### src/hdl/npcs_pkg.sv
// Shared constants, codes and run/cycle types for the NAND page command sequencer.
package npcs_pkg;

  localparam int PAGE_BYTES      = 2048;
  localparam int PAGES_PER_BLOCK = 64;
  localparam int ROW_ADDR_BYTES  = 3;
  localparam int COL_ADDR_BYTES  = 2;

  localparam int COL_W       = $clog2(PAGE_BYTES);
  localparam int ROW_W       = 24;
  localparam int BURST_W     = 12;
  localparam int BLOCK_BYTES = PAGE_BYTES * PAGES_PER_BLOCK;
  localparam int BLOCK_LOG2  = $clog2(BLOCK_BYTES);

  // step layout of one run
  localparam int PG_ROW0 = 2 + COL_ADDR_BYTES;
  localparam int PG_TAIL = PG_ROW0 + ROW_ADDR_BYTES;
  localparam int PG_LEN  = PG_TAIL + 4;
  localparam int ER_TAIL = 2 + ROW_ADDR_BYTES;
  localparam int ER_LEN  = ER_TAIL + 3;
  localparam int ID_LEN  = 5;
  localparam int STEP_W  = $clog2(PG_LEN);
  localparam int ID_BURST = 5;

  localparam int Q_DEPTH = 2;
  localparam int Q_PTR_W = $clog2(Q_DEPTH);
  localparam int Q_CNT_W = $clog2(Q_DEPTH + 1);

  // request modes
  localparam logic [2:0] MODE_READ  = 3'd0;
  localparam logic [2:0] MODE_PROG  = 3'd1;
  localparam logic [2:0] MODE_ERASE = 3'd2;
  localparam logic [2:0] MODE_ID    = 3'd3;
  localparam logic [2:0] MODE_CONT  = 3'd4;

  // active operation
  localparam logic [1:0] OP_READ  = 2'd0;
  localparam logic [1:0] OP_PROG  = 2'd1;
  localparam logic [1:0] OP_ERASE = 2'd2;
  localparam logic [1:0] OP_ID    = 2'd3;

  // bus cycle kinds
  localparam logic [2:0] K_SELECT   = 3'd0;
  localparam logic [2:0] K_CMD      = 3'd1;
  localparam logic [2:0] K_ADDR     = 3'd2;
  localparam logic [2:0] K_WAIT     = 3'd3;
  localparam logic [2:0] K_RBURST   = 3'd4;
  localparam logic [2:0] K_WBURST   = 3'd5;
  localparam logic [2:0] K_DESELECT = 3'd6;
  localparam logic [2:0] K_ERROR    = 3'd7;

  // NAND command bytes
  localparam logic [7:0] CMD_READ1  = 8'h00;
  localparam logic [7:0] CMD_READ2  = 8'h30;
  localparam logic [7:0] CMD_PROG1  = 8'h80;
  localparam logic [7:0] CMD_PROG2  = 8'h10;
  localparam logic [7:0] CMD_ERASE1 = 8'h60;
  localparam logic [7:0] CMD_ERASE2 = 8'hD0;
  localparam logic [7:0] CMD_ID     = 8'h90;
  localparam logic [7:0] ID_ADDR    = 8'h00;

  // error codes
  localparam logic [7:0] ERR_ADDR_ALIGN = 8'd1;
  localparam logic [7:0] ERR_LEN_ALIGN  = 8'd2;
  localparam logic [7:0] ERR_LEN_ZERO   = 8'd3;
  localparam logic [7:0] ERR_IDLE_CONT  = 8'd4;
  localparam logic [7:0] ERR_BAD_MODE   = 8'd5;

  typedef enum logic [2:0] {
    RUN_ERROR      = 3'd0,
    RUN_READ_EMPTY = 3'd1,
    RUN_READ       = 3'd2,
    RUN_PROG       = 3'd3,
    RUN_ERASE      = 3'd4,
    RUN_ID         = 3'd5
  } run_kind_t;

  // one classified run, handed from front to back
  typedef struct packed {
    run_kind_t            kind;
    logic [7:0]           code;
    logic [COL_W-1:0]     column;
    logic [ROW_W-1:0]     row;
    logic [BURST_W-1:0]   chunk;
    logic                 done;
  } run_t;

  // one bus cycle result
  typedef struct packed {
    logic [2:0]         kind;
    logic [7:0]         value;
    logic [BURST_W-1:0] burst;
    logic               done;
    logic               last;
  } cyc_t;

endpackage

### src/hdl/nand_page_command_sequencer.sv
// Top level of the NAND page command sequencer: front, run queue, back, output register.
//
// Usage:
//   Request side is a queue write port: a request (mode, byte_address, length) is taken at a
//   clock edge with push high and full low. Modes: read, program, block erase, read ID start
//   an operation; continue moves an open read/program/erase on by one page or one block.
//   Result side is a queue read port: while empty is low, the oldest bus cycle (cycle_kind,
//   byte_value, burst_bytes, op_done, last) is on the ports; pop high at an edge takes it.
//   Each request yields a run of 1 to 11 bus cycles; last marks the final cycle of a run.
// Path: with the run queue and output register free, a taken request is classified by the
//   front into the run queue, and the back end then loads the first cycle of its run into
//   the output register, from which it is on the ports.
// Throughput: one bus cycle per clock while pop is held and a run waits in the queue. The back
//   end's step counter sets that rate, one step per bus cycle; the front end
//   takes a request per clock until the two-entry run queue fills.
// Reset (rst, synchronous): clears the operation state (active operation read, not busy,
//   page/column/remaining zero), empties the run queue and the output register.
// Stall: with pop low the output register holds its cycle, the back end stops stepping,
//   the run queue fills and full rises; no request or cycle is lost.
module nand_page_command_sequencer import npcs_pkg::*; (
  input  logic        clk,
  input  logic        rst,
  input  logic        push,
  output logic        full,
  input  logic [2:0]  mode,
  input  logic [31:0] byte_address,
  input  logic [31:0] length,
  output logic        empty,
  input  logic        pop,
  output logic [2:0]  cycle_kind,
  output logic [7:0]  byte_value,
  output logic [11:0] burst_bytes,
  output logic        op_done,
  output logic        last
);

  logic accept;
  run_t front_run;
  run_t head_run;
  logic head_valid;
  logic run_pop;
  cyc_t back_cyc;

  logic out_valid;
  cyc_t out_cyc;
  logic out_load;

  assign accept = push && !full;

  npcs_front u_front (
    .clk          (clk),
    .rst          (rst),
    .accept       (accept),
    .mode         (mode),
    .byte_address (byte_address),
    .length       (length),
    .run          (front_run)
  );

  npcs_queue u_queue (
    .clk        (clk),
    .rst        (rst),
    .wr_en      (accept),
    .wr_run     (front_run),
    .rd_en      (run_pop),
    .head       (head_run),
    .head_valid (head_valid),
    .full       (full)
  );

  // output register takes a new cycle when empty or being popped
  assign out_load = !out_valid || pop;

  npcs_back u_back (
    .clk       (clk),
    .rst       (rst),
    .run       (head_run),
    .run_valid (head_valid),
    .take      (out_load),
    .cyc       (back_cyc),
    .run_pop   (run_pop)
  );

  always_ff @(posedge clk) begin
    if (rst) begin
      out_valid <= 1'b0;
    end else if (out_load) begin
      out_valid <= head_valid;
    end
  end

  always_ff @(posedge clk) begin
    if (out_load && head_valid) begin
      out_cyc <= back_cyc;
    end
  end

  assign empty       = !out_valid;
  assign cycle_kind  = out_cyc.kind;
  assign byte_value  = out_cyc.value;
  assign burst_bytes = out_cyc.burst;
  assign op_done     = out_cyc.done;
  assign last        = out_cyc.last;

`ifndef SYNTHESIS
  // error cycles stand alone and never finish an operation
  a_error_alone: assert property (@(posedge clk) disable iff (rst)
    (!empty && cycle_kind == K_ERROR) |-> (last && !op_done))
    else $error("error cycle not a lone run");

  // only burst cycles carry a byte count
  a_burst_only: assert property (@(posedge clk) disable iff (rst)
    (!empty && cycle_kind != K_RBURST && cycle_kind != K_WBURST) |-> (burst_bytes == '0))
    else $error("byte count on a non-burst cycle");

  // a run opens with select or error
  a_run_start: assert property (@(posedge clk) disable iff (rst)
    (!empty && $past(!empty && pop && last && !rst)) |->
      (cycle_kind == K_SELECT || cycle_kind == K_ERROR))
    else $error("run does not open with select");
`endif

endmodule

### src/hdl/npcs_front.sv
// Front end: classifies requests, keeps operation state, builds run descriptors.
module npcs_front import npcs_pkg::*; (
  input  logic        clk,
  input  logic        rst,
  input  logic        accept,
  input  logic [2:0]  mode,
  input  logic [31:0] byte_address,
  input  logic [31:0] length,
  output run_t        run
);

  logic [1:0]       active_op, active_op_next;
  logic             busy, busy_next;
  logic [ROW_W-1:0] row_page, row_page_next;
  logic [COL_W-1:0] column, column_next;
  logic [31:0]      remaining, remaining_next;

  logic [ROW_W-1:0] addr_row, src_row;
  logic [COL_W-1:0] addr_col, src_col;
  logic [31:0]      src_rem, room, chunk, page_rem, blk_rem;
  logic             do_page, do_block, page_prog;

  assign addr_row = ROW_W'(byte_address >> COL_W);
  assign addr_col = byte_address[COL_W-1:0];

  always_comb begin
    if (mode == MODE_CONT) begin
      src_row = row_page;
      src_col = column;
      src_rem = remaining;
    end else begin
      src_row = addr_row;
      src_col = addr_col;
      src_rem = length;
    end
    room     = 32'(PAGE_BYTES) - 32'(src_col);
    chunk    = (src_rem < room) ? src_rem : room;
    page_rem = src_rem - chunk;
    blk_rem  = (src_rem >= 32'(BLOCK_BYTES)) ? src_rem - 32'(BLOCK_BYTES) : 32'd0;
  end

  always_comb begin
    active_op_next = active_op;
    busy_next      = busy;
    row_page_next  = row_page;
    column_next    = column;
    remaining_next = remaining;
    do_page        = 1'b0;
    do_block       = 1'b0;
    page_prog      = (mode == MODE_CONT) ? (active_op == OP_PROG) : (mode == MODE_PROG);
    run            = '0;
    run.kind       = RUN_ERROR;

    unique case (mode) inside
      MODE_READ, MODE_PROG: begin
        active_op_next = mode[1:0];
        if (mode == MODE_READ && length == 32'd0) begin
          row_page_next  = addr_row;
          column_next    = addr_col;
          remaining_next = 32'd0;
          busy_next      = 1'b0;
          run.kind       = RUN_READ_EMPTY;
          run.done       = 1'b1;
        end else begin
          do_page = 1'b1;
        end
      end
      MODE_ERASE: begin
        if (byte_address[BLOCK_LOG2-1:0] != '0) begin
          run.code = ERR_ADDR_ALIGN;
        end else if (length[BLOCK_LOG2-1:0] != '0) begin
          run.code = ERR_LEN_ALIGN;
        end else if (length == 32'd0) begin
          run.code = ERR_LEN_ZERO;
        end else begin
          active_op_next = OP_ERASE;
          do_block       = 1'b1;
        end
      end
      MODE_ID: begin
        active_op_next = OP_ID;
        busy_next      = 1'b0;
        run.kind       = RUN_ID;
        run.done       = 1'b1;
      end
      MODE_CONT: begin
        if (!busy) begin
          run.code = ERR_IDLE_CONT;
        end else if (active_op == OP_ERASE) begin
          do_block = 1'b1;
        end else begin
          do_page = 1'b1;
        end
      end
      default: begin
        run.code = ERR_BAD_MODE;
      end
    endcase

    if (do_page) begin
      run.kind       = page_prog ? RUN_PROG : RUN_READ;
      run.column     = src_col;
      run.row        = src_row;
      run.chunk      = BURST_W'(chunk);
      run.done       = (page_rem == 32'd0);
      column_next    = '0;
      row_page_next  = src_row + ROW_W'(1);
      remaining_next = page_rem;
      busy_next      = (page_rem != 32'd0);
    end
    if (do_block) begin
      run.kind       = RUN_ERASE;
      run.row        = src_row;
      run.done       = (blk_rem == 32'd0);
      column_next    = '0;
      row_page_next  = src_row + ROW_W'(PAGES_PER_BLOCK);
      remaining_next = blk_rem;
      busy_next      = (blk_rem != 32'd0);
    end
  end

  always_ff @(posedge clk) begin
    if (rst) begin
      active_op <= OP_READ;
      busy      <= 1'b0;
      row_page  <= '0;
      column    <= '0;
      remaining <= '0;
    end else if (accept) begin
      active_op <= active_op_next;
      busy      <= busy_next;
      row_page  <= row_page_next;
      column    <= column_next;
      remaining <= remaining_next;
    end
  end

endmodule

### src/hdl/npcs_queue.sv
// Short run queue between front and back.
module npcs_queue import npcs_pkg::*; (
  input  logic clk,
  input  logic rst,
  input  logic wr_en,
  input  run_t wr_run,
  input  logic rd_en,
  output run_t head,
  output logic head_valid,
  output logic full
);

  run_t               entries [Q_DEPTH];
  logic [Q_PTR_W-1:0] wr_ptr, rd_ptr;
  logic [Q_CNT_W-1:0] count;

  assign head       = entries[rd_ptr];
  assign head_valid = (count != '0);
  assign full       = (count == Q_CNT_W'(Q_DEPTH));

  always_ff @(posedge clk) begin
    if (wr_en) begin
      entries[wr_ptr] <= wr_run;
    end
  end

  always_ff @(posedge clk) begin
    if (rst) begin
      wr_ptr <= '0;
      rd_ptr <= '0;
      count  <= '0;
    end else begin
      if (wr_en) begin
        wr_ptr <= wr_ptr + Q_PTR_W'(1);
      end
      if (rd_en) begin
        rd_ptr <= rd_ptr + Q_PTR_W'(1);
      end
      count <= count + Q_CNT_W'(wr_en) - Q_CNT_W'(rd_en);
    end
  end

endmodule

### src/hdl/npcs_back.sv
// Back end: steps through one run and produces one bus cycle per step.
module npcs_back import npcs_pkg::*; (
  input  logic clk,
  input  logic rst,
  input  run_t run,
  input  logic run_valid,
  input  logic take,
  output cyc_t cyc,
  output logic run_pop
);

  logic [STEP_W-1:0] step;
  logic [STEP_W-1:0] col_idx, row_idx;
  logic [7:0]        col_byte, row_byte;
  logic              advance;

  assign col_idx  = step - STEP_W'(2);
  assign row_idx  = (run.kind == RUN_ERASE) ? step - STEP_W'(2) : step - STEP_W'(PG_ROW0);
  assign col_byte = 8'({{(32-COL_W){1'b0}}, run.column} >> {col_idx, 3'b000});
  assign row_byte = 8'({{(32-ROW_W){1'b0}}, run.row} >> {row_idx, 3'b000});

  always_comb begin
    cyc       = '0;
    cyc.done  = run.done;
    cyc.kind  = K_DESELECT;
    unique case (run.kind) inside
      RUN_READ, RUN_PROG: begin
        cyc.last = (step == STEP_W'(PG_LEN - 1));
        if (step == '0) begin
          cyc.kind = K_SELECT;
        end else if (step == STEP_W'(1)) begin
          cyc.kind  = K_CMD;
          cyc.value = (run.kind == RUN_PROG) ? CMD_PROG1 : CMD_READ1;
        end else if (step < STEP_W'(PG_ROW0)) begin
          cyc.kind  = K_ADDR;
          cyc.value = col_byte;
        end else if (step < STEP_W'(PG_TAIL)) begin
          cyc.kind  = K_ADDR;
          cyc.value = row_byte;
        end else if (step == STEP_W'(PG_TAIL)) begin
          if (run.kind == RUN_PROG) begin
            cyc.kind  = K_WBURST;
            cyc.burst = run.chunk;
          end else begin
            cyc.kind  = K_CMD;
            cyc.value = CMD_READ2;
          end
        end else if (step == STEP_W'(PG_TAIL + 1)) begin
          if (run.kind == RUN_PROG) begin
            cyc.kind  = K_CMD;
            cyc.value = CMD_PROG2;
          end else begin
            cyc.kind = K_WAIT;
          end
        end else if (step == STEP_W'(PG_TAIL + 2)) begin
          if (run.kind == RUN_PROG) begin
            cyc.kind = K_WAIT;
          end else begin
            cyc.kind  = K_RBURST;
            cyc.burst = run.chunk;
          end
        end
      end
      RUN_ERASE: begin
        cyc.last = (step == STEP_W'(ER_LEN - 1));
        if (step == '0) begin
          cyc.kind = K_SELECT;
        end else if (step == STEP_W'(1)) begin
          cyc.kind  = K_CMD;
          cyc.value = CMD_ERASE1;
        end else if (step < STEP_W'(ER_TAIL)) begin
          cyc.kind  = K_ADDR;
          cyc.value = row_byte;
        end else if (step == STEP_W'(ER_TAIL)) begin
          cyc.kind  = K_CMD;
          cyc.value = CMD_ERASE2;
        end else if (step == STEP_W'(ER_TAIL + 1)) begin
          cyc.kind = K_WAIT;
        end
      end
      RUN_ID: begin
        cyc.last = (step == STEP_W'(ID_LEN - 1));
        if (step == '0) begin
          cyc.kind = K_SELECT;
        end else if (step == STEP_W'(1)) begin
          cyc.kind  = K_CMD;
          cyc.value = CMD_ID;
        end else if (step == STEP_W'(2)) begin
          cyc.kind  = K_ADDR;
          cyc.value = ID_ADDR;
        end else if (step == STEP_W'(3)) begin
          cyc.kind  = K_RBURST;
          cyc.burst = BURST_W'(ID_BURST);
        end
      end
      RUN_READ_EMPTY: begin
        cyc.last = (step == STEP_W'(1));
        if (step == '0) begin
          cyc.kind = K_SELECT;
        end
      end
      default: begin
        cyc.kind  = K_ERROR;
        cyc.value = run.code;
        cyc.done  = 1'b0;
        cyc.last  = 1'b1;
      end
    endcase
  end

  assign advance = run_valid && take;
  assign run_pop = advance && cyc.last;

  always_ff @(posedge clk) begin
    if (rst) begin
      step <= '0;
    end else if (advance) begin
      step <= cyc.last ? '0 : step + STEP_W'(1);
    end
  end

endmodule
### config.mk
export PLATFORM = sky130hd
export DESIGN_NAME = nand_page_command_sequencer
export DESIGN_NICKNAME = d
export VERILOG_FILES = /design/src/hdl/npcs_pkg.sv /design/src/hdl/nand_page_command_sequencer.sv /design/src/hdl/npcs_front.sv /design/src/hdl/npcs_queue.sv /design/src/hdl/npcs_back.sv
export SDC_FILE = /design/constraint.sdc
export NUM_CORES = 1
export LEC_CHECK = 0
export BUFFER_PORTS_ARGS = -buffer_cell sky130_fd_sc_hd__buf_2
export CORE_ASPECT_RATIO = 0.75
export CORE_UTILIZATION = 60
export DETAILED_ROUTE_END_ITERATION = 7
export GPL_TIMING_DRIVEN = 1
export PLACE_DENSITY = 0.79
export REMOVE_ABC_BUFFERS = 1
export SYNTH_ARGS = -nofsm -noshare
export SYNTH_HDL_FRONTEND = slang
export SYNTH_SLANG_ARGS = --single-unit
### constraint.sdc
create_clock -name clk -period 10.68 [get_ports clk]
set_input_delay 0.534 -clock clk [delete_from_list [all_inputs] [get_ports clk]]
set_output_delay 0.534 -clock clk [all_outputs]
set_load 0.02 [all_outputs]
=== Word level (Yosys, flattened, before mapping) ===
Memories as Yosys holds them, arrays and structs flattened. A register that Yosys moved wholly into a read port is not among the register bits.
Index checks and enable logic that the tools add are counted.
W data, S select, Z words.

* Reduce and logical (&&, ||, !) cells: 28
* Multiplexer cells: 99
* Equal/unequal tests: 26
* Add/subtract/negate cells: 12
* Order comparisons: 5
* Shift-type cells: 2

{| class="wikitable"
|+ Operators with widths
! operator !! number
|-
| $mux W32 || 7
|-
| $mux W24 || 6
|-
| $mux W11 || 11
|-
| $mux W12 || 9
|-
| $logic_not A32 Y1 || 3
|-
| $reduce_bool A32 Y1 || 2
|-
| $mux W48 || 1
|-
| $mux W3 || 15
|-
| $mux W20 || 2
|-
| $mux W8 || 5
|-
| $reduce_bool A17 Y1 || 2
|-
| $ge A32 B18 Y1 const B || 1
|-
| $lt A32 B32 Y1 || 1
|-
| $pmux W8 S4 || 1
|-
| $sub A32 B18 Y32 const B || 1
|-
| $sub A32 B32 Y32 || 1
|-
| $add A24 B1 Y24 const B || 1
|-
| $add A24 B7 Y24 const B || 1
|-
| $pmux W12 S2 || 1
|-
| $pmux W8 S3 || 1
|-
| $shr A24 B7 Y8 || 1
|-
| $mux W23 || 1
|-
| $mux W1 || 20
|-
| $eq A4 B3 Y1 const B || 4
|-
| 41 further kinds || 74
|}

* Input port bits: 71
* Memories: 1
* Word-level logic and storage cells: 188
* Output and inout bits: 27
* Bits in registers: 104
* RAM bits: 118

{| class="wikitable"
|+ Memory list
! name !! depth !! width !! rd ports !! clocked after memory_dff !! wr ports !! line !! source
|-
| u_queue.entries || 2 || 59 || 1 || 1 || 1 || npcs_queue.sv:13 || <nowiki>run_t entries [Q_DEPTH];</nowiki>
|}

=== Longest topological paths before layout ===
Gate-level depths: netlist (run 1).

* Depth in word-level cells: 10
* Mapped depth: 35
* Depth with buffers taken out: 26

=== Cells and area by module ===
From an unflattened synthesis (run 1), not the netlist that was laid out.

* Cells, all modules: 1597
* Area total of the unflattened synthesis: 15009.4 sq um

{| class="wikitable"
|+ Modules (own cells, without submodules)
! module !! sequential area each (sq um) !! area each (sq um) !! cells an instance !! instances
|-
| npcs_front || 1401.3 || 8139.1 || 1135 || 1
|-
| npcs_queue || 3643.5 || 4521.8 || 205 || 1
|-
| npcs_back || 80.1 || 1532.7 || 225 || 1
|-
| nand_page_command_sequencer || 770.7 || 815.8 || 32 || 1
|}

=== Worst setup path before layout (run 1) ===
No wires, ideal clock.

* Path kind: input to register
* Start point: input mode[1]
* End point: memory u_queue.entries[0][0] (netlist name) (data pin)
* Data required time: 10.544 ns
* Buffers on the path: 9
* Stages on the path: 33
* Slack: 3.492 ns
* Arrival: 7.052 ns
* Setup time: 0.136 ns
* Cells stage by stage: buf_6 > or3b_1 > buf_6 > buf_12 > buf_12 > buf_8 > buf_4 > buf_1 > clkbuf_1 > mux2i_1 > ha_1 > o21ai_0 > nor2_1 > o21a_1 > o21ai_1 > xor2_1 > ha_1 > nor2b_1 > o21ai_0 > nand4b_1 > a21oi_2 > buf_4 > mux2_2 > ha_1 > and3_1 > a2111oi_2 > a21boi_2 > o211ai_2 > o31a_1 > nor3_1 > o21ai_0 > o31ai_2 > and2_1

{| class="wikitable"
|+ RTL lines
! item !! line !! source
|-
| start, declared || nand_page_command_sequencer.sv:25 || <nowiki>input logic [2:0] mode,</nowiki>
|-
| end, declared || npcs_queue.sv:13 ||
|}

==> flow_summary.toml, run 1 <==
[global_routing]
grt_pass1_wl_mm = 60.0
grt_usage = 0.326
grt_pass1_vias = 10800
antenna_found_initial = 1
grt_overflow = 0
grt_max_degree = 78

[synth]
synth_flop_cell = "edfxtp_1"
synth_cells = 1471
ys_seq_area_frac = 0.411
yosys_warnings = 0
yosys-mux-area-fraction = 0.104
syn_area_per_cell_sq_um = 9.25
synth_top_family_by_area = "simple AND/OR/NAND/NOR gates"
synth_seq_cells = 213
syn_area_sq_um = 13600
synthAdderAreaFrac = 0.0401
yosys.area_share.simple = 0.207
synth_edf_count = 133
async_reset_ff_frac = 0
synth.distinct_cells = 88
synth_compound_area_frac = 0.157
yosys.area_share.xor_xnor = 0.0393

[layout]
drive_gt1_frac = 0.139
fin_util = 0.673
nets = 1639
syn_to_final_growth_pct = 9.59
layout.cells.non_filler = 1836
final.fill_count = 1783

[clock_network]
insertion_delay_ns = 0.53
post_cts_buffers = 0
htreeDepth = 1
cts_buffers = 23
ctsResizeCount = 0
cts_tree = "done"
cts_buffer_depth = 3
clock-sinks = 213
holdBufCountCts = 0
clk_pin_slew_ns = 0.06
clock-root-buffer = "clkbuf_16"

[route]
totalWireLength_mm = 38.0
drc = 0
via_count = 12000
drt-pass1-iter-count = 8
drt_iter0_drc = 1665
ant_nets = 0
post_drt_wl_per_cell_um = 20.7
via_per_inst = 6.51

[critical_path]
reg2reg_from = "u_front.column[0]"
critical_path_arrival_ns = 7.87
critPathTopFamily = "compound AO/OA/AOI/OAI gates"
timing.rr.end = "u_queue.entries[1][0]"
reg2reg_slack_ns = 3.68
rr_worst_depth = 24
crit_path_start_kind = "input port"
worstSetupPathType = "in -> reg"
end_kind = "flip-flop"
critPathMaxFanout = 69
crit_cells = 26
crit_buf_inv = 3
cp_slowest_cell = "buf_4"
required_ns = 11.04
max_stage_delay_ns = 0.76

[timing]
rsz0062_at_grt = "false"
fin_tns_setup_ns = 0
period_needed_ns = 7.51
period_share = 0.703
finalHoldViolations = 0
fin_ws_ns = 3.17
worst-slew-pin-transition_ns = 1.01
timing.fmax_mhz = 133
max_slew_margin = 0.325
whs_ns = 0.298
slew_viol_final = 0
skew_ns = 0.0272
finalSetupViolCount = 0

[power]
power_density_nw_per_um2 = 183
peakVddDrop_mv = 0.132
leakage_nw = 5.65

[floorplanning]
fp.dieH_um = 132
die-width_um = 176
initial_core_util = 0.614
floorplan.rows = 47
core_sq_um = 22200
die_area_sq_um = 23300
pin_count = 98

[worst_hold_path]
hold_path.class = "in -> reg"
min_to = "out_valid"
worstHoldStart = "pop"
whs_path_depth = 3

[place]
hpwl_mm = 26.4
place_inst = 1794
io_buffers = 97
place.gp.congestion = 0.989
pre_cts_ws_ns = 2.86

[run]
drv_cap = 0

[outcome]
outcome = "complete, no violations"
==> routing by layer <==
layer	up-vias	routed length, um	track usage
met5	-	0	0
met3	52	4230	0.0489
met4	0	595	0.0773
met2	688	16200	0.471
met1	5648	16900	0.510
li1	5573	-	-
==> where the power goes <==
group	internal [W]	switching (W)
Clock	0.000437	0.000332
Sequential	0.00104	0.0000537
Combinational	0.000304	0.000555
Total	0.00178	0.000941
==> cells in the final DEF (no fill, tap or decap), types with 7 or more instances in the layout <==
cell type / n
a21oi_1: 72
a31oi_1: 8
mux2i_1: 92
o211ai_1: 14
nand3b_1: 7
and2_1: 14
nand4_1: 12
nand3_1: 32
a22oi_1: 14
nand2b_1: 13
inv_1: 35
ha_1: 42
mux4_2: 11
or3_1: 14
a221oi_1: 17
xnor2_1: 42
nor2b_1: 10
xor2_1: 19
o221ai_1: 16
buf_2: 97
mux2_2: 10
a21o_1: 9
dfxtp_1: 79
o22ai_1: 10
clkbuf_16: 23
o21ai_0: 71
edfxtp_1: 133
buf_4: 17
nand2_1: 121
nor4_1: 22
and3_1: 13
nor3_1: 77
nor2_1: 217
a211oi_1: 23
==> how the worst max path moves through the flow <==
stage | startpoint | to | slack (ns)
6_report | mode[2] | u_queue.entries[1][0] | 3.17
3_3_place_gp | mode[2] | u_queue.entries[0][0] | 3.15
3_5_place_dp | mode[2] | u_queue.entries[1][0] | 2.86
2_1_floorplan | mode[2] | u_queue.entries[0][0] | 1.69
5_1_grt | mode[2] | u_queue.entries[1][0] | 2.79
4_1_cts | mode[2] | u_queue.entries[1][0] | 3.38
==> state kept, by name (all words and copies together) (netlist names), 3 cells and up, named ones only <==
register / cells
u_front.row_page: 24
u_front.remaining: 32
byte_value: 8
u_front.column: 11
burst_bytes: 12
u_back.step: 4
u_queue.entries: 108
cycle_kind: 3
==> per-stage QoR <==
step	instance area, sq um	total power [W]
floorplan	13200	0.00170
global placement	14200	0.00194
detailed placement	14200	0.00196
CTS	14900	0.00272
global route	14900	0.00285
finish	14900	0.00272
==> final cells by class <==
| type | instances | area, sq um | share of cell area |
|---|---|---|---|
| clock buffer | 28 | 614 | 0.0412 |
| inverter | 36 | 135 | 0.00906 |
| sequential | 213 | 5600 | 0.375 |
| clock inverter | 13 | 110 | 0.00738 |
| antenna | 1 | 2.50 | 0.000168 |
| timing repair buffer | 114 | 613 | 0.0411 |
| tap | 294 | 368 | 0.0247 |
| multi-input combinational | 1137 | 7470 | 0.501 |
==> cell families (layout without fill, tap and decap cells) <==
kind of cell	count (synthesis)	after routing
AOI/OAI and AO/OA	321	321
and+or+nand+nor	592	592
muxes	120	120
other	0	1
xor gates and xnor gates	61	61
adders and majority gates	43	43
buffers and inverters	121	191
DFF	213	213
==> worst reg2reg max path: stages (launching register included) <==
cell and delay (ns):
dfxtp_1 0.33, mux2i_2 0.28, ha_1 0.25, o21ai_0 0.14, nor2_1 0.22, o21a_1 0.19
o21ai_1 0.09, xor2_1 0.24, ha_1 0.29, nor2b_1 0.14, o21ai_0 0.17, nand4b_1 0.15
a21oi_2 0.61, mux2i_1 0.36, ha_1 0.19, inv_1 0.04, fa_1 0.40, a21o_1 0.19
a221o_1 0.38, a21oi_1 0.54, nand3_1 0.43, o32ai_1 0.51, nand4_1 0.16, o31ai_2 0.29
and2_1 0.22
==> cells in the mapped netlist (15+ instances only) <==
cell type	instances	share of area
edfxtp_1	133	0.29
and2_1	15	0.0069
dfxtp_1	80	0.12
nor3_1	77	0.028
xnor2_1	42	0.027
inv_1	35	0.0097
nor2_1	218	0.060
o21ai_0	71	0.026
mux2i_1	92	0.068
a211oi_1	23	0.013
clkbuf_1	37	0.010
nand2_1	121	0.033
xor2_1	19	0.012
a21oi_1	72	0.026
a221oi_1	17	0.011
nor4_1	22	0.010
nand3_1	32	0.012
buf_2	30	0.011
ha_1	42	0.039
o221ai_1	16	0.010
(Power assumes the default switching activity.)
==> run 2, diff against run 1 <==
clock period = 7.1 ns   (was 10.68 ns; I/O delays follow)
==> run 2 against run 1 <==
Net effect:
- flip-flop and latch count did not move
- power rose by 50%
- routed wire length rose by 3.3%
- critical endpoint is now u_queue.entries[0][0]
- clock skew fell by 0.013 ns
==> flow_summary.toml, run 2 (synthesis gave the netlist of run 1 again) <==
[critical_path]
end_kind = "flip-flop"
reg2reg_slack_ns = 0.64
required_ns = 7.48
critPathMaxFanout = 13
timing.rr.end = "u_queue.entries[0][0]"
worstSetupPathType = "in -> reg"
rr_worst_depth = 23
crit_path_start_kind = "input port"
reg2reg_from = "u_front.column[0]"
critical_path_arrival_ns = 7.08

[timing]
finalSetupViolCount = 0
timing.fmax_mhz = 149
rsz0062_at_grt = "false"
worst-slew-pin-transition_ns = 1.01
period_needed_ns = 6.70
slew_viol_final = 0
period_share = 0.943
fin_tns_setup_ns = 0
whs_ns = 0.136
skew_ns = 0.0138
finalHoldViolations = 0
max_slew_margin = 0.324

[clock_network]
post_cts_buffers = 0
cts_tree = "done"
htreeDepth = 1
cts_buffers = 22
holdBufCountCts = 0
clock-root-buffer = "clkbuf_16"
clock-sinks = 213
cts_buffer_depth = 3
insertion_delay_ns = 0.52
ctsResizeCount = 0
clk_pin_slew_ns = 0.06

[layout]
layout.cells.non_filler = 1839
regMostFlops = "u_queue.entries"
layout_commonest_cell = "nor2_1"
antenna_cells = 0
final.fill_count = 1824
syn_to_final_growth_pct = 9.73
final_cell_mix = "217 x nor2_1, 133 x edfxtp_1, 121 x nand2_1"
nets = 1644
drive_gt1_frac = 0.139
biggestRegsByFlops = "u_queue.entries x108, u_front.remaining x32, u_front.row_page x24"
largest_register_ffs = 108

[route]
drc = 0
ant_nets = 0
via_count = 12100
post_drt_wl_per_cell_um = 21.3
via_per_inst = 6.60
totalWireLength_mm = 39.2
drt_iter0_drc = 1449
drt-pass1-iter-count = 7

[global_routing]
grt_usage = 0.335
grt_max_degree = 97
antenna_found_initial = 0
grt_pass1_vias = 11100
grt_pass1_wl_mm = 61.3
grt_overflow = 0

[place]
io_buffers = 97
place.gp.congestion = 0.975
hpwl_mm = 27.2
place_inst = 1800

[run]
drv_cap = 0

[floorplanning]
die-width_um = 176
floorplan.rows = 47
fp.dieH_um = 132
pin_count = 98
core_sq_um = 22200
initial_core_util = 0.614
die_area_sq_um = 23300

[worst_hold_path]
min_to = "out_valid"
whs_path_depth = 3
hold_path.class = "in -> reg"
worstHoldStart = "pop"

[power]
power_density_nw_per_um2 = 274
leakage_nw = 5.66
peakVddDrop_mv = 0.209

[outcome]
outcome = "complete, no violations"
-- run 2: cell count changes in the layout (fill, tap and decap cells not counted) --
cell | previous run | this run
diode_2 | 1 | 0
buf_12 | 0 | 1
clkinv_4 | 2 | 1
inv_6 | 2 | 1
bufinv_16 | 1 | 0
clkinv_2 | 6 | 3
clkbuf_1 | 3 | 6
clkinv_1 | 0 | 1
clkbuf_8 | 2 | 1
buf_4 | 17 | 22
clkbuf_16 | 23 | 24
-- run 2: critical path: stages --
cell	delay (ns)
buf_2	0.21
or3b_4	0.49
mux2i_2	0.33
ha_1	0.25
o21ai_0	0.14
nor2_1	0.21
o21a_1	0.18
o21ai_1	0.08
xor2_1	0.25
ha_1	0.29
nor2b_1	0.13
o21ai_0	0.15
nand4b_1	0.13
a21oi_2	0.49
mux2i_1	0.32
ha_1	0.32
a21o_1	0.24
or3_1	0.38
o211ai_1	0.62
o211ai_2	0.30
o31a_1	0.32
nor3_1	0.22
o21ai_0	0.15
o31ai_2	0.31
and2_1	0.19
-- run 2: cell type report --
type                    count  area [sq um]  share of cell area
clock buffers              31           637              0.0427
flip-flops and latches    213          5600               0.375
clock inverters             8          51.3             0.00344
multi-input cells        1137          7470               0.500
well taps                 294           368              0.0246
repair buffers            120           671              0.0449
inverters                  36           135             0.00905
-- run 2: worst max path at each step --
stage	startpoint	end	slack (ns)	cells after the start
after floorplan	mode[2]	u_queue.entries[0][0]	-1.71	24
after global placement	mode[2]	u_queue.entries[1][0]	0.29	26
after detailed placement	mode[2]	u_queue.entries[0][0]	0.08	25
after CTS	mode[2]	u_queue.entries[0][0]	0.55	25
after global routing	mode[2]	u_queue.entries[1][0]	0.07	26
final	mode[2]	u_queue.entries[0][0]	0.40	25
-- run 2: power by group --
part / switching, W / internal [W] / total (W)
Clock: 0.000496 / 0.000629 / 0.00112
Combinational: 0.000850 / 0.000459 / 0.00131
Sequential: 0.0000838 / 0.00157 / 0.00165
Total: 0.00143 / 0.00266 / 0.00409
-- run 2: metrics by stage --
stage / cell area (sq um) / power (W) / setup WS, ns / util
detailed placement: 14200 / 0.00295 / 0.0821 / 0.642
global route: 14900 / 0.00426 / 0.0665 / 0.673
floorplan: 13200 / 0.00256 / -1.71 / -
CTS: 14900 / 0.00408 / 0.552 / 0.673
global placement: 14200 / 0.00293 / 0.289 / 0.642
finish: 14900 / 0.00409 / 0.401 / 0.673
-- run 2: layer usage --
layer | routed length (um) | vias to the layer above | track usage | share of wire
li1 | - | 5588 | - | -
met1 | 17500 | 5745 | 0.507 | 0.45
met2 | 16800 | 717 | 0.497 | 0.43
met3 | 4110 | 82 | 0.0592 | 0.10
met4 | 869 | 0 | 0.0792 | 0.022
met5 | 0 | - | 0 | 0
==> run 3, diff against run 2 <==
clock period = 8.5 ns   (was 7.1 ns; I/O delays follow)
==> run 3 against run 2 <==
Net effect:
- register-to-register slack improved by 1.6 ns
- flip-flop and latch count unchanged
- core utilization decreased by 0.28 points
- sequential power decreased by 16%
- cell count unchanged
- routed wire length decreased by 3.0%
- via count decreased by 0.87%
- critical path depth increased by 1
- combinational power decreased by 18%
==> flow_summary.toml, run 3 (synthesis gave the netlist of run 1 again) <==
[clock_network]
insertion_delay_ns = 0.51
cts_buffer_depth = 3
clock-sinks = 213
ctsResizeCount = 0
post_cts_buffers = 0
htreeDepth = 1
cts_buffers = 22
clk_pin_slew_ns = 0.06
cts_tree = "done"
holdBufCountCts = 0
clock-root-buffer = "clkbuf_16"

[route]
post_drt_wl_per_cell_um = 20.7
totalWireLength_mm = 38.1
drt-pass1-iter-count = 6
drt_iter0_drc = 1624
via_per_inst = 6.54
ant_nets = 0
drc = 0
via_count = 12000

[critical_path]
reg2reg_slack_ns = 2.25
cp_slowest_cell = "or3b_4"
max_stage_delay_ns = 0.72
critPathMaxFanout = 41
worstSetupPathType = "in -> reg"
required_ns = 8.87
end_kind = "flip-flop"
critical_path_arrival_ns = 7.23
crit_path_start_kind = "input port"
rr_worst_depth = 24
timing.rr.end = "u_queue.entries[1][0]"
reg2reg_from = "u_front.column[0]"

[power]
p_sw_frac = 0.346
peakVddDrop_mv = 0.179
power_frac_comb = 0.322
totalPowerFinal_w = 0.00335
power_density_nw_per_um2 = 225
p_int_w = 0.00219
p_sw_w = 0.00116
p_clk_frac = 0.267
sequentialPowerShare = 0.411
leakage_nw = 5.64

[global_routing]
grt_use_met3 = 0.0621
grt_pass1_wl_mm = 60.8
grt_max_degree = 78
met1_usage = 0.499
gr-usage-met2 = 0.487
antenna_found_initial = 2
grt_pass1_vias = 11100
grt_overflow = 0
grt-busiest-layer = "met1"
grt_usage = 0.329

[floorplanning]
initial_core_util = 0.614
fp.dieH_um = 132
floorplan.rows = 47
pin_count = 98
core_sq_um = 22200
die-width_um = 176
die_area_sq_um = 23300

[timing]
whs_ns = 0.224
worst-slew-pin-transition_ns = 0.923
period_share = 0.808
max_slew_margin = 0.385
finalSetupViolCount = 0
period_needed_ns = 6.87
slew_viol_final = 0
skew_ns = 0.0135
timing.fmax_mhz = 146
rsz0062_at_grt = "false"
finalHoldViolations = 0

[place]
io_buffers = 97
hpwl_mm = 26.5
place.gp.congestion = 0.972

[layout]
nets = 1641
largest_register_ffs = 108
biggestRegsByFlops = "u_queue.entries x108, u_front.remaining x32, u_front.row_page x24"
syn_to_final_growth_pct = 9.27
fin_util = 0.671
drive_gt1_frac = 0.136
final_cell_mix = "217 x nor2_1, 133 x edfxtp_1, 121 x nand2_1"
final.fill_count = 1813
layout_commonest_cell = "nor2_1"
regMostFlops = "u_queue.entries"

[worst_hold_path]
hold_path.class = "in -> reg"
whs_path_depth = 3
min_to = "out_valid"
worstHoldStart = "pop"

[outcome]
outcome = "complete, no violations"

[run]
drv_cap = 0
run 3: layout make-up:
type / count / area [sq um] / share of cell area
sequential: 213 / 5600 / 0.376
clock inverter: 12 / 61.3 / 0.00412
tap: 294 / 368 / 0.0247
antenna: 2 / 5.00 / 0.000337
clock buffer: 28 / 594 / 0.0400
multi-input combinational: 1137 / 7470 / 0.503
inverter: 36 / 135 / 0.00909
timing repair buffer: 117 / 636 / 0.0428
run 3: through the flow:
step / worst slack, ns / std cells / cell area, sq um / TNS [ns]
floorplan: -0.380 / 1386 / 13200 / -2.30
global placement: 1.49 / 1797 / 14200 / 0
detailed placement: 1.31 / 1797 / 14200 / 0
CTS: 1.78 / 1837 / 14900 / 0
global route: 1.18 / 1839 / 14900 / 0
finish: 1.63 / 1839 / 14900 / 0
run 3: worst max-delay path by stage:
| stage | startpoint | end | slack [ns] |
|---|---|---|---|
| floorplan | mode[2] | u_queue.entries[0][0] | -0.38 |
| global placement | mode[2] | u_queue.entries[0][0] | 1.49 |
| detailed placement | mode[2] | u_queue.entries[0][0] | 1.31 |
| CTS | mode[2] | u_queue.entries[1][0] | 1.78 |
| global route | mode[2] | u_queue.entries[0][0] | 1.18 |
| finish | mode[2] | u_queue.entries[1][0] | 1.63 |
run 3: per-layer routing:
layer | up-vias | share of wire | routed length (um)
met5 | - | 0 | 0
met4 | 0 | 0.020 | 748
met3 | 81 | 0.11 | 4320
met2 | 735 | 0.43 | 16400
met1 | 5639 | 0.44 | 16600
li1 | 5572 | - | -
run 3: power by group through the flow:
stage / Clock (W) / Sequential, W / Combinational, W
global placement: 0 / 0.00139 / 0.00105
finish: 0.000892 / 0.00138 / 0.00108
detailed placement: 0 / 0.00140 / 0.00106
global route: 0.000939 / 0.00139 / 0.00118
CTS: 0.000902 / 0.00137 / 0.00107
floorplan: 0 / 0.00149 / 0.000644
run 3: worst max-delay path, delay by kind of cell:
kind | cells | cell delay [ns]
simple gates | 8 | 2.19
fa+ha+maj | 3 | 0.96
compound gates | 9 | 2.16
mux | 2 | 0.75
xor+xnor | 1 | 0.18
buf+inv | 3 | 0.54
